## src/hw/rtl/assert_macros.svh

```systemverilog
// ---------------------------------------------------------------------------
// Assertion macros
// Shared immediate-implication and next-cycle-implication checks.
// ---------------------------------------------------------------------------
`ifndef ASSERT_MACROS_SVH
`define ASSERT_MACROS_SVH

// The consequent must hold in the same cycle as the antecedent.
`define XRS_ASSERT_NOW(lbl, clk, rst_n, ante, cons) \
    lbl: assert property (@(posedge clk) disable iff (!rst_n) (ante) |-> (cons)) \
        else $error("%m: check failed");

// The consequent must hold in the cycle after the antecedent.
`define XRS_ASSERT_NEXT(lbl, clk, rst_n, ante, cons) \
    lbl: assert property (@(posedge clk) disable iff (!rst_n) (ante) |=> (cons)) \
        else $error("%m: check failed");

`endif

```

## src/hw/rtl/xrs_pkg.sv

```systemverilog
// ---------------------------------------------------------------------------
// xrs_pkg
// Constants and the generator step for the range-draw and shuffle block.
// ---------------------------------------------------------------------------
package xrs_pkg;

    localparam int MAX_ELEMENTS_DEF  = 64;
    localparam int ELEMENT_WIDTH_DEF = 32;
    localparam int ELEM_W_MAX        = 64;

    localparam logic [31:0] SEED_RESET = 32'd123456789;
    localparam int          SHIFT_A    = 13;
    localparam int          SHIFT_B    = 17;
    localparam int          SHIFT_C    = 5;

    // Largest span that a range draw accepts.
    localparam logic [32:0] SPAN_MAX = 33'd2147483647;

    localparam int DIV_STEPS = 32;

    localparam logic OP_DRAW = 1'b0;
    localparam logic OP_LOAD = 1'b1;

    function automatic logic [31:0] xorshift32(input logic [31:0] s);
        logic [31:0] t;
        t = s ^ (s << SHIFT_A);
        t = t ^ (t >> SHIFT_B);
        t = t ^ (t << SHIFT_C);
        return t;
    endfunction

endpackage

```

## src/hw/rtl/xorshift_range_and_shuffle_top.sv

```systemverilog
// ---------------------------------------------------------------------------
// xorshift_range_and_shuffle_top
// Xorshift generator with range draws and an in-memory element shuffle.
// ---------------------------------------------------------------------------
// Requests arrive on the input channel (i_in_valid, o_in_stall) and results
// leave on the output channel (o_out_valid, i_out_stall); a transfer takes
// place when valid is high and stall is low. A seed write reloads the
// generator and must only be made while the block is idle.
// A range draw gives one result: the modulo runs one quotient bit per cycle
// in a shared 32-step divider, and the remainder is added to the lower bound.
// The next request is taken only once the draw result is registered.
// Inverted or over-wide ranges skip the divider and give the lower bound
// from the output state.
// Loads without the last mark are stored (if room is left); no result.
// The last load shuffles the n stored elements, each index from the top
// down to 1 needing one divider pass and two reads and two writes of the
// store, then emits the n elements, each through a read and a load state.
// The block takes a new request only when idle; a finished result waits in
// the output register while the next request is accepted.
// A stalled receiver holds the output register and pauses the emission.
// Reset sets the generator to 123456789 and empties the store; there is no
// clearing pass.
// ---------------------------------------------------------------------------
`include "assert_macros.svh"

module xorshift_range_and_shuffle_top #(
    parameter int MAX_ELEMENTS  = xrs_pkg::MAX_ELEMENTS_DEF,
    parameter int ELEMENT_WIDTH = xrs_pkg::ELEMENT_WIDTH_DEF
) (
    input  logic               i_clk,
    input  logic               i_rst_n,
    input  logic               i_seed_we,
    input  logic [31:0]        i_seed_data,
    input  logic               i_in_valid,
    output logic               o_in_stall,
    input  logic               i_operation,
    input  logic signed [31:0] i_range_low,
    input  logic signed [31:0] i_range_high,
    input  logic [31:0]        i_element,
    input  logic               i_last_element,
    output logic               o_out_valid,
    input  logic               i_out_stall,
    output logic signed [31:0] o_draw_value,
    output logic [31:0]        o_element_out,
    output logic               o_last,
    output logic               o_dropped
);

    localparam int AW   = $clog2(MAX_ELEMENTS);
    localparam int CW   = $clog2(MAX_ELEMENTS + 1);
    localparam int EW   = ELEMENT_WIDTH;
    localparam int WIDE = xrs_pkg::ELEM_W_MAX;
    localparam int DCW  = $clog2(xrs_pkg::DIV_STEPS);

    localparam logic [3:0] S_IDLE     = 4'd0;
    localparam logic [3:0] S_DRAW_DIV = 4'd1;
    localparam logic [3:0] S_DRAW_OUT = 4'd2;
    localparam logic [3:0] S_SH_DIV   = 4'd3;
    localparam logic [3:0] S_SH_RDI   = 4'd4;
    localparam logic [3:0] S_SH_RDJ   = 4'd5;
    localparam logic [3:0] S_SH_WRI   = 4'd6;
    localparam logic [3:0] S_SH_WRJ   = 4'd7;
    localparam logic [3:0] S_EM_RD    = 4'd8;
    localparam logic [3:0] S_EM_LD    = 4'd9;

    logic [3:0]        r_state, n_state;
    logic [31:0]       r_gen, n_gen;
    logic [CW-1:0]     r_count, n_count;
    logic              r_ovf, n_ovf;
    logic [AW-1:0]     r_top, n_top;
    logic [AW-1:0]     r_i, n_i;
    logic [AW-1:0]     r_j, n_j;
    logic [AW-1:0]     r_k, n_k;
    logic signed [31:0] r_lo, n_lo;
    logic [31:0]       r_dvd, n_dvd;
    logic [31:0]       r_dvs, n_dvs;
    logic [31:0]       r_rem, n_rem;
    logic [DCW-1:0]    r_dcnt, n_dcnt;
    logic [EW-1:0]     r_tmp, n_tmp;

    logic              r_out_valid, n_out_valid;
    logic signed [31:0] r_draw_value, n_draw_value;
    logic [31:0]       r_element_out, n_element_out;
    logic              r_last, n_last;
    logic              r_dropped, n_dropped;

    logic [EW-1:0]     r_mem [MAX_ELEMENTS];
    logic [EW-1:0]     r_rd_data;
    logic              w_we;
    logic [AW-1:0]     w_waddr;
    logic [EW-1:0]     w_wdata;
    logic              w_re;
    logic [AW-1:0]     w_raddr;

    logic              w_accept;
    logic              w_out_free;
    logic [31:0]       w_gen_next;
    logic [32:0]       w_diff;
    logic [32:0]       w_span;
    logic              w_inverted;
    logic              w_too_wide;
    logic [31:0]       w_rem_sh;
    logic [31:0]       w_rem_nx;
    logic              w_div_done;
    logic [WIDE-1:0]   w_elem_wide;
    logic [WIDE-1:0]   w_rd_wide;

    assign o_in_stall    = (r_state != S_IDLE);
    assign w_accept      = i_in_valid && !o_in_stall;
    assign w_out_free    = !r_out_valid || !i_out_stall;
    assign w_gen_next    = xrs_pkg::xorshift32(r_gen);

    assign w_diff     = {i_range_high[31], i_range_high} - {i_range_low[31], i_range_low};
    assign w_span     = w_diff + 33'd1;
    assign w_inverted = (i_range_high < i_range_low);
    assign w_too_wide = (w_span > xrs_pkg::SPAN_MAX);

    assign w_rem_sh   = {r_rem[30:0], r_dvd[31]};
    assign w_rem_nx   = (w_rem_sh >= r_dvs) ? (w_rem_sh - r_dvs) : w_rem_sh;
    assign w_div_done = (r_dcnt == DCW'(xrs_pkg::DIV_STEPS - 1));

    assign w_elem_wide = WIDE'(i_element);
    assign w_rd_wide   = WIDE'(r_rd_data);

    always_comb begin
        n_state       = r_state;
        n_gen         = r_gen;
        n_count       = r_count;
        n_ovf         = r_ovf;
        n_top         = r_top;
        n_i           = r_i;
        n_j           = r_j;
        n_k           = r_k;
        n_lo          = r_lo;
        n_dvd         = r_dvd;
        n_dvs         = r_dvs;
        n_rem         = r_rem;
        n_dcnt        = r_dcnt;
        n_tmp         = r_tmp;
        n_out_valid   = r_out_valid && i_out_stall;
        n_draw_value  = r_draw_value;
        n_element_out = r_element_out;
        n_last        = r_last;
        n_dropped     = r_dropped;
        w_we          = 1'b0;
        w_waddr       = r_i;
        w_wdata       = r_rd_data;
        w_re          = 1'b0;
        w_raddr       = r_i;

        unique case (r_state)
            S_IDLE: begin
                if (w_accept) begin
                    if (i_operation == xrs_pkg::OP_DRAW) begin
                        n_lo  = i_range_low;
                        n_rem = 32'd0;
                        if (w_inverted || w_too_wide) begin
                            n_state = S_DRAW_OUT;
                        end else begin
                            n_gen   = w_gen_next;
                            n_dvd   = w_gen_next;
                            n_dvs   = w_span[31:0];
                            n_dcnt  = '0;
                            n_state = S_DRAW_DIV;
                        end
                    end else begin
                        if (r_count < CW'(MAX_ELEMENTS)) begin
                            w_we    = 1'b1;
                            w_waddr = r_count[AW-1:0];
                            w_wdata = w_elem_wide[EW-1:0];
                            n_count = r_count + CW'(1);
                            n_top   = r_count[AW-1:0];
                        end else begin
                            n_ovf = 1'b1;
                            n_top = AW'(MAX_ELEMENTS - 1);
                        end
                        if (i_last_element) begin
                            if (n_top == '0) begin
                                n_k     = '0;
                                n_state = S_EM_RD;
                            end else begin
                                n_i     = n_top;
                                n_gen   = w_gen_next;
                                n_dvd   = w_gen_next;
                                n_dvs   = 32'(n_top) + 32'd1;
                                n_rem   = 32'd0;
                                n_dcnt  = '0;
                                n_state = S_SH_DIV;
                            end
                        end
                    end
                end
                if (i_seed_we) begin
                    n_gen = i_seed_data;
                end
            end
            S_DRAW_DIV: begin
                n_dvd  = r_dvd << 1;
                n_rem  = w_rem_nx;
                n_dcnt = r_dcnt + DCW'(1);
                if (w_div_done) begin
                    n_state = S_DRAW_OUT;
                end
            end
            S_DRAW_OUT: begin
                if (w_out_free) begin
                    n_out_valid   = 1'b1;
                    n_draw_value  = r_lo + r_rem;
                    n_element_out = 32'd0;
                    n_last        = 1'b1;
                    n_dropped     = 1'b0;
                    n_state       = S_IDLE;
                end
            end
            S_SH_DIV: begin
                n_dvd  = r_dvd << 1;
                n_rem  = w_rem_nx;
                n_dcnt = r_dcnt + DCW'(1);
                if (w_div_done) begin
                    n_j     = w_rem_nx[AW-1:0];
                    n_state = S_SH_RDI;
                end
            end
            S_SH_RDI: begin
                w_re    = 1'b1;
                w_raddr = r_i;
                n_state = S_SH_RDJ;
            end
            S_SH_RDJ: begin
                w_re    = 1'b1;
                w_raddr = r_j;
                n_tmp   = r_rd_data;
                n_state = S_SH_WRI;
            end
            S_SH_WRI: begin
                w_we    = 1'b1;
                w_waddr = r_i;
                w_wdata = r_rd_data;
                n_state = S_SH_WRJ;
            end
            S_SH_WRJ: begin
                w_we    = 1'b1;
                w_waddr = r_j;
                w_wdata = r_tmp;
                if (r_i == AW'(1)) begin
                    n_k     = '0;
                    n_state = S_EM_RD;
                end else begin
                    n_i     = r_i - AW'(1);
                    n_gen   = w_gen_next;
                    n_dvd   = w_gen_next;
                    n_dvs   = 32'(r_i);
                    n_rem   = 32'd0;
                    n_dcnt  = '0;
                    n_state = S_SH_DIV;
                end
            end
            S_EM_RD: begin
                w_re    = 1'b1;
                w_raddr = r_k;
                n_state = S_EM_LD;
            end
            S_EM_LD: begin
                if (w_out_free) begin
                    n_out_valid   = 1'b1;
                    n_draw_value  = 32'sd0;
                    n_element_out = w_rd_wide[31:0];
                    n_last        = (r_k == r_top);
                    n_dropped     = r_ovf;
                    if (r_k == r_top) begin
                        n_count = '0;
                        n_ovf   = 1'b0;
                        n_state = S_IDLE;
                    end else begin
                        n_k     = r_k + AW'(1);
                        n_state = S_EM_RD;
                    end
                end
            end
            default: begin
                n_state = S_IDLE;
            end
        endcase
    end

    always_ff @(posedge i_clk) begin
        if (!i_rst_n) begin
            r_state     <= S_IDLE;
            r_gen       <= xrs_pkg::SEED_RESET;
            r_count     <= '0;
            r_ovf       <= 1'b0;
            r_out_valid <= 1'b0;
        end else begin
            r_state     <= n_state;
            r_gen       <= n_gen;
            r_count     <= n_count;
            r_ovf       <= n_ovf;
            r_out_valid <= n_out_valid;
        end
    end

    always_ff @(posedge i_clk) begin
        r_top         <= n_top;
        r_i           <= n_i;
        r_j           <= n_j;
        r_k           <= n_k;
        r_lo          <= n_lo;
        r_dvd         <= n_dvd;
        r_dvs         <= n_dvs;
        r_rem         <= n_rem;
        r_dcnt        <= n_dcnt;
        r_tmp         <= n_tmp;
        r_draw_value  <= n_draw_value;
        r_element_out <= n_element_out;
        r_last        <= n_last;
        r_dropped     <= n_dropped;
    end

    always_ff @(posedge i_clk) begin
        if (w_we) begin
            r_mem[w_waddr] <= w_wdata;
        end
        if (w_re) begin
            r_rd_data <= r_mem[w_raddr];
        end
    end

    assign o_out_valid   = r_out_valid;
    assign o_draw_value  = r_draw_value;
    assign o_element_out = r_element_out;
    assign o_last        = r_last;
    assign o_dropped     = r_dropped;

    `XRS_ASSERT_NOW(a_count_bound, i_clk, i_rst_n, 1'b1, r_count <= CW'(MAX_ELEMENTS))
    `XRS_ASSERT_NOW(a_swap_index, i_clk, i_rst_n, r_state == S_SH_RDI, r_j <= r_i)
    `XRS_ASSERT_NEXT(a_inverted_draw, i_clk, i_rst_n,
        w_accept && (i_operation == xrs_pkg::OP_DRAW) && w_inverted,
        (r_state == S_DRAW_OUT) && (r_rem == 32'd0) && (r_gen == $past(r_gen)))
    `XRS_ASSERT_NEXT(a_run_end, i_clk, i_rst_n,
        (r_state == S_EM_LD) && w_out_free && (r_k == r_top),
        (r_state == S_IDLE) && (r_count == '0) && !r_ovf && r_last)

endmodule

```

## config.mk

```make
export PLATFORM = sky130hd
export DESIGN_NAME = xorshift_range_and_shuffle_top
export DESIGN_NICKNAME = d
export VERILOG_FILES = /design/src/hw/rtl/xrs_pkg.sv /design/src/hw/rtl/xorshift_range_and_shuffle_top.sv
export VERILOG_INCLUDE_DIRS = /design/src /design/src/hw/rtl
export SDC_FILE = /design/constraint.sdc
export NUM_CORES = 2
export LEC_CHECK = 0
export ABC_AREA = 1
export CORE_MARGIN = 5
export CORE_UTILIZATION = 56
export CTS_CLUSTER_DIAMETER = 120
export DETAILED_ROUTE_END_ITERATION = 10
export DONT_BUFFER_PORTS = 1
export HOLD_SLACK_MARGIN = 0.02
export PLACE_DENSITY = 0.72
export SLEW_MARGIN = 20
export SYNTH_ARGS = -nofsm -noshare
export SYNTH_HDL_FRONTEND = slang
export SYNTH_SLANG_ARGS = --single-unit
```

## constraint.sdc

```tcl
create_clock -name i_clk -period 4.6 [get_ports i_clk]
set_clock_uncertainty 0.1 [all_clocks]
set_input_delay 0.23 -clock i_clk [delete_from_list [all_inputs] [get_ports i_clk]]
set_output_delay 0.23 -clock i_clk [all_outputs]
set_load 0.05 [all_outputs]
```

==> out/results.txt <==
power per cell area = 754 nW/um2
crit path DAT = 4.91 ns
CP required = 5.25 ns
P&R area growth vs syn = 13.4%
DR vias = 74.1k
startpoint types = input pin
max reg flops = 2048
TritonRoute pass-1 iters = 7
total CTS buffers = 233
Top reg by flops = r_mem
Multi-input gate area = 29100 um2
Max-Slew Margin vs Limit = 0.235
crit-path max FO = 26
antenna-violating nets left = 0
Setup Viol. Count Final = 0
die area = 193000 um2
final cycle utilization of the critical path = 0.928
DRC errors left = 0
CTS Buffer Depth = 3
Clock transition at path regs = 0.06 ns
RSZ-0062 raised after global routing = false
min cycle time layout = 4.27 ns
die span in x = 439 um
syn nets = 9605
Max Clk Rate = 234 MHz
area share of the largest cell type after synthesis = 0.679
PortBufs = 0
vias in the first global route = 71.0k
Wirelength per Cell = 25.4 um
yosys warns = 0
layout cell share with drive strength beyond 1 = 0.0734
design area = 117000 um2
Reg area = 71000 um2
top cell type by total area after synthesis = edfxtp_1
largest net degree at the start of global routing = 132
Post-synth top cells = nand2_1 (2870), edfxtp_1 (2335), nand3_1 (1465), nor2_1 (532), o21ai_0 (369)
Synth area leaders = edfxtp_1 (68%), nand2_1 (10%), nand3_1 (7.1%), nor2_1 (1.9%), o21ai_0 (1.8%)
starting density of the core = 0.564
Final nets = 9770
final hold violations = 0
clock network latency to the later pin of the worst-skew pair = 0.91 ns
slowest library cell on the worst path = dlygate4sd3_1
vias per cell = 6.09
core footprint = 183000 um2
top_reg_cell synth = edfxtp_1
first-pass GRT wire length = 454000 um
Root Driver = clkbuf_16
htree depth = 4
outcome = complete, no violations
post-layout util = 0.639
cells after synthesis = 9317
GRT Overall Usage = 0.315
sequential-to-total area share from yosys stat = 0.687
ys async rst share = 0
Lkg Pwr = 43.1 nW
worst min path class = in -> reg
DP Wirelength = 183000 um
Syn Std Cell Area = 103000 um2
flop2flop setup slack = 0.50 ns
setup TNS = 0 ns
Unique masters post-synth = 52
gp weighted congestion = 0.975
Detailed Route WL = 309000 um
CP max stage delay = 0.60 ns
crit path cell chain = dlygate4sd3_1, dlygate4sd3_1, inv_1, ha_1, inv_1, fa_1, inv_1, nand2_1, nor3_1, nand2_1, nor2_1, nand2_1, nand2_1, nand2_1, nand2_1, nand3_2, nand3_4, buf_4, nand2_2, buf_4, nand2_1, nand3_1, dlygate4sd3_1
dpl ws = 0.561 ns
Post-synth EDFFs = 2335
worst-margin pin slew = 1.14 ns
Placement Cell Area = 108000 um2
detailed router's first-iteration violation count = 10.1k
most frequent cell after synthesis = nand2_1
antenna violations before repair = 24
critical path type = in -> reg
element type at the critical path end = flip-flop
CTS tree = built
clk sinks = 2380
most used cell along the critical path = nand2_1
PnR worst setup slack = 0.333 ns
fill count = 13.6k
num rows = 157
GR Overflow Total = 0
DIE HEIGHT = 439 um
syn avg cell area = 11.1 um2
post-synthesis register bit count = 2380
max_cap viols = 0
VDD IR-drop max = 0.000861 V
Ports = 203
Pins Over Slew Limit = 0
## layer usage
metal / vias up / GRT usage / share of wire
li1: 32900 / - / -
met1: 35700 / 0.416 / 0.37
met2: 4721 / 0.490 / 0.46
met3: 749 / 0.0741 / 0.12
met4: 12 / 0.163 / 0.058
met5: - / 0 / 0.00025
## layout by cell type (no fill, tap or decap), drive strengths merged, types with 2 or more instances in the layout
master / count
a2111oi: 4
a211oi: 2
a21boi: 7
a21o: 13
a21oi: 222
a221oi: 4
a22oi: 4
a31oi: 21
and2: 3
buf: 272
bufinv: 23
clkbuf: 279
clkinv: 127
clkinvlp: 5
dfxtp: 45
diode: 12
dlygate4sd3: 165
edfxtp: 2335
fa: 17
ha: 136
inv: 368
nand2: 2874
nand3: 1466
nand4: 22
nor2: 535
nor3: 34
nor3b: 4
nor4: 7
o211ai: 156
o21a: 14
o21ai: 375
o21bai: 13
o22ai: 5
o31ai: 3
xnor2: 59
xor2: 58
## cell type report
class | instances | area share
inverter | 365 | 0.0119
timing repair buffer | 437 | 0.0415
clock buffer | 279 | 0.0517
multi-input combinational | 6065 | 0.249
antenna | 12 | 0.000256
tap | 2464 | 0.0263
clock inverter | 158 | 0.0136
sequential | 2380 | 0.606
## worst paths after layout
path                        start            end  cells past startpoint
hold reg to reg     r_rd_data[25]      r_tmp[25]                      0
setup / recovery  i_range_low[26]      r_gen[26]                     23
setup reg to reg       r_state[1]  r_rd_data[23]                     14
hold / removal          i_seed_we      r_gen[14]                      6
## kinds of logic (layout without fill, tap and decap cells)
kind of cell	count (synthesis)	after routing	synth area share
other	0	12	0
AO/OA/AOI/OAI	846	846	0.0473
AND/OR/NAND/NOR	4948	4948	0.199
XOR/XNOR	117	117	0.00992
flip-flops	2380	2380	0.687
multiplexers	1	1	0.0000969
buffers and inverters	872	1239	0.0362
adder cells (fa/ha/maj)	153	153	0.0198
## worst max-delay path: cells and delay by family
kind          cells  cell delay, ns
simple gates     13            1.62
fa+ha+maj         2            0.61
buf+inv           8            2.44
## through the flow
stage	instances	power [mW]	hold WS [ns]
after floorplan	9317	54.2	0.229
after global placement	11500	67.6	0.219
after detailed placement	11500	68.3	0.225
after CTS	12100	87.6	0.0203
after global routing	12200	92.0	0.0562
final	12200	88.3	0.0340
## what timing repair did
action	in CTS	in global routing
setup buffers	0	3
setup endpoints to repair	0	16
hold endpoints to repair	220	0
resized for setup	0	4
hold buffers	167	0
## where the power goes
group          switching, mW  internal (mW)
combinational           27.9           9.05
clock                   8.34           10.7
sequential              1.46           30.9
total                   37.7           50.6
Power figures use the tool's default switching activity.
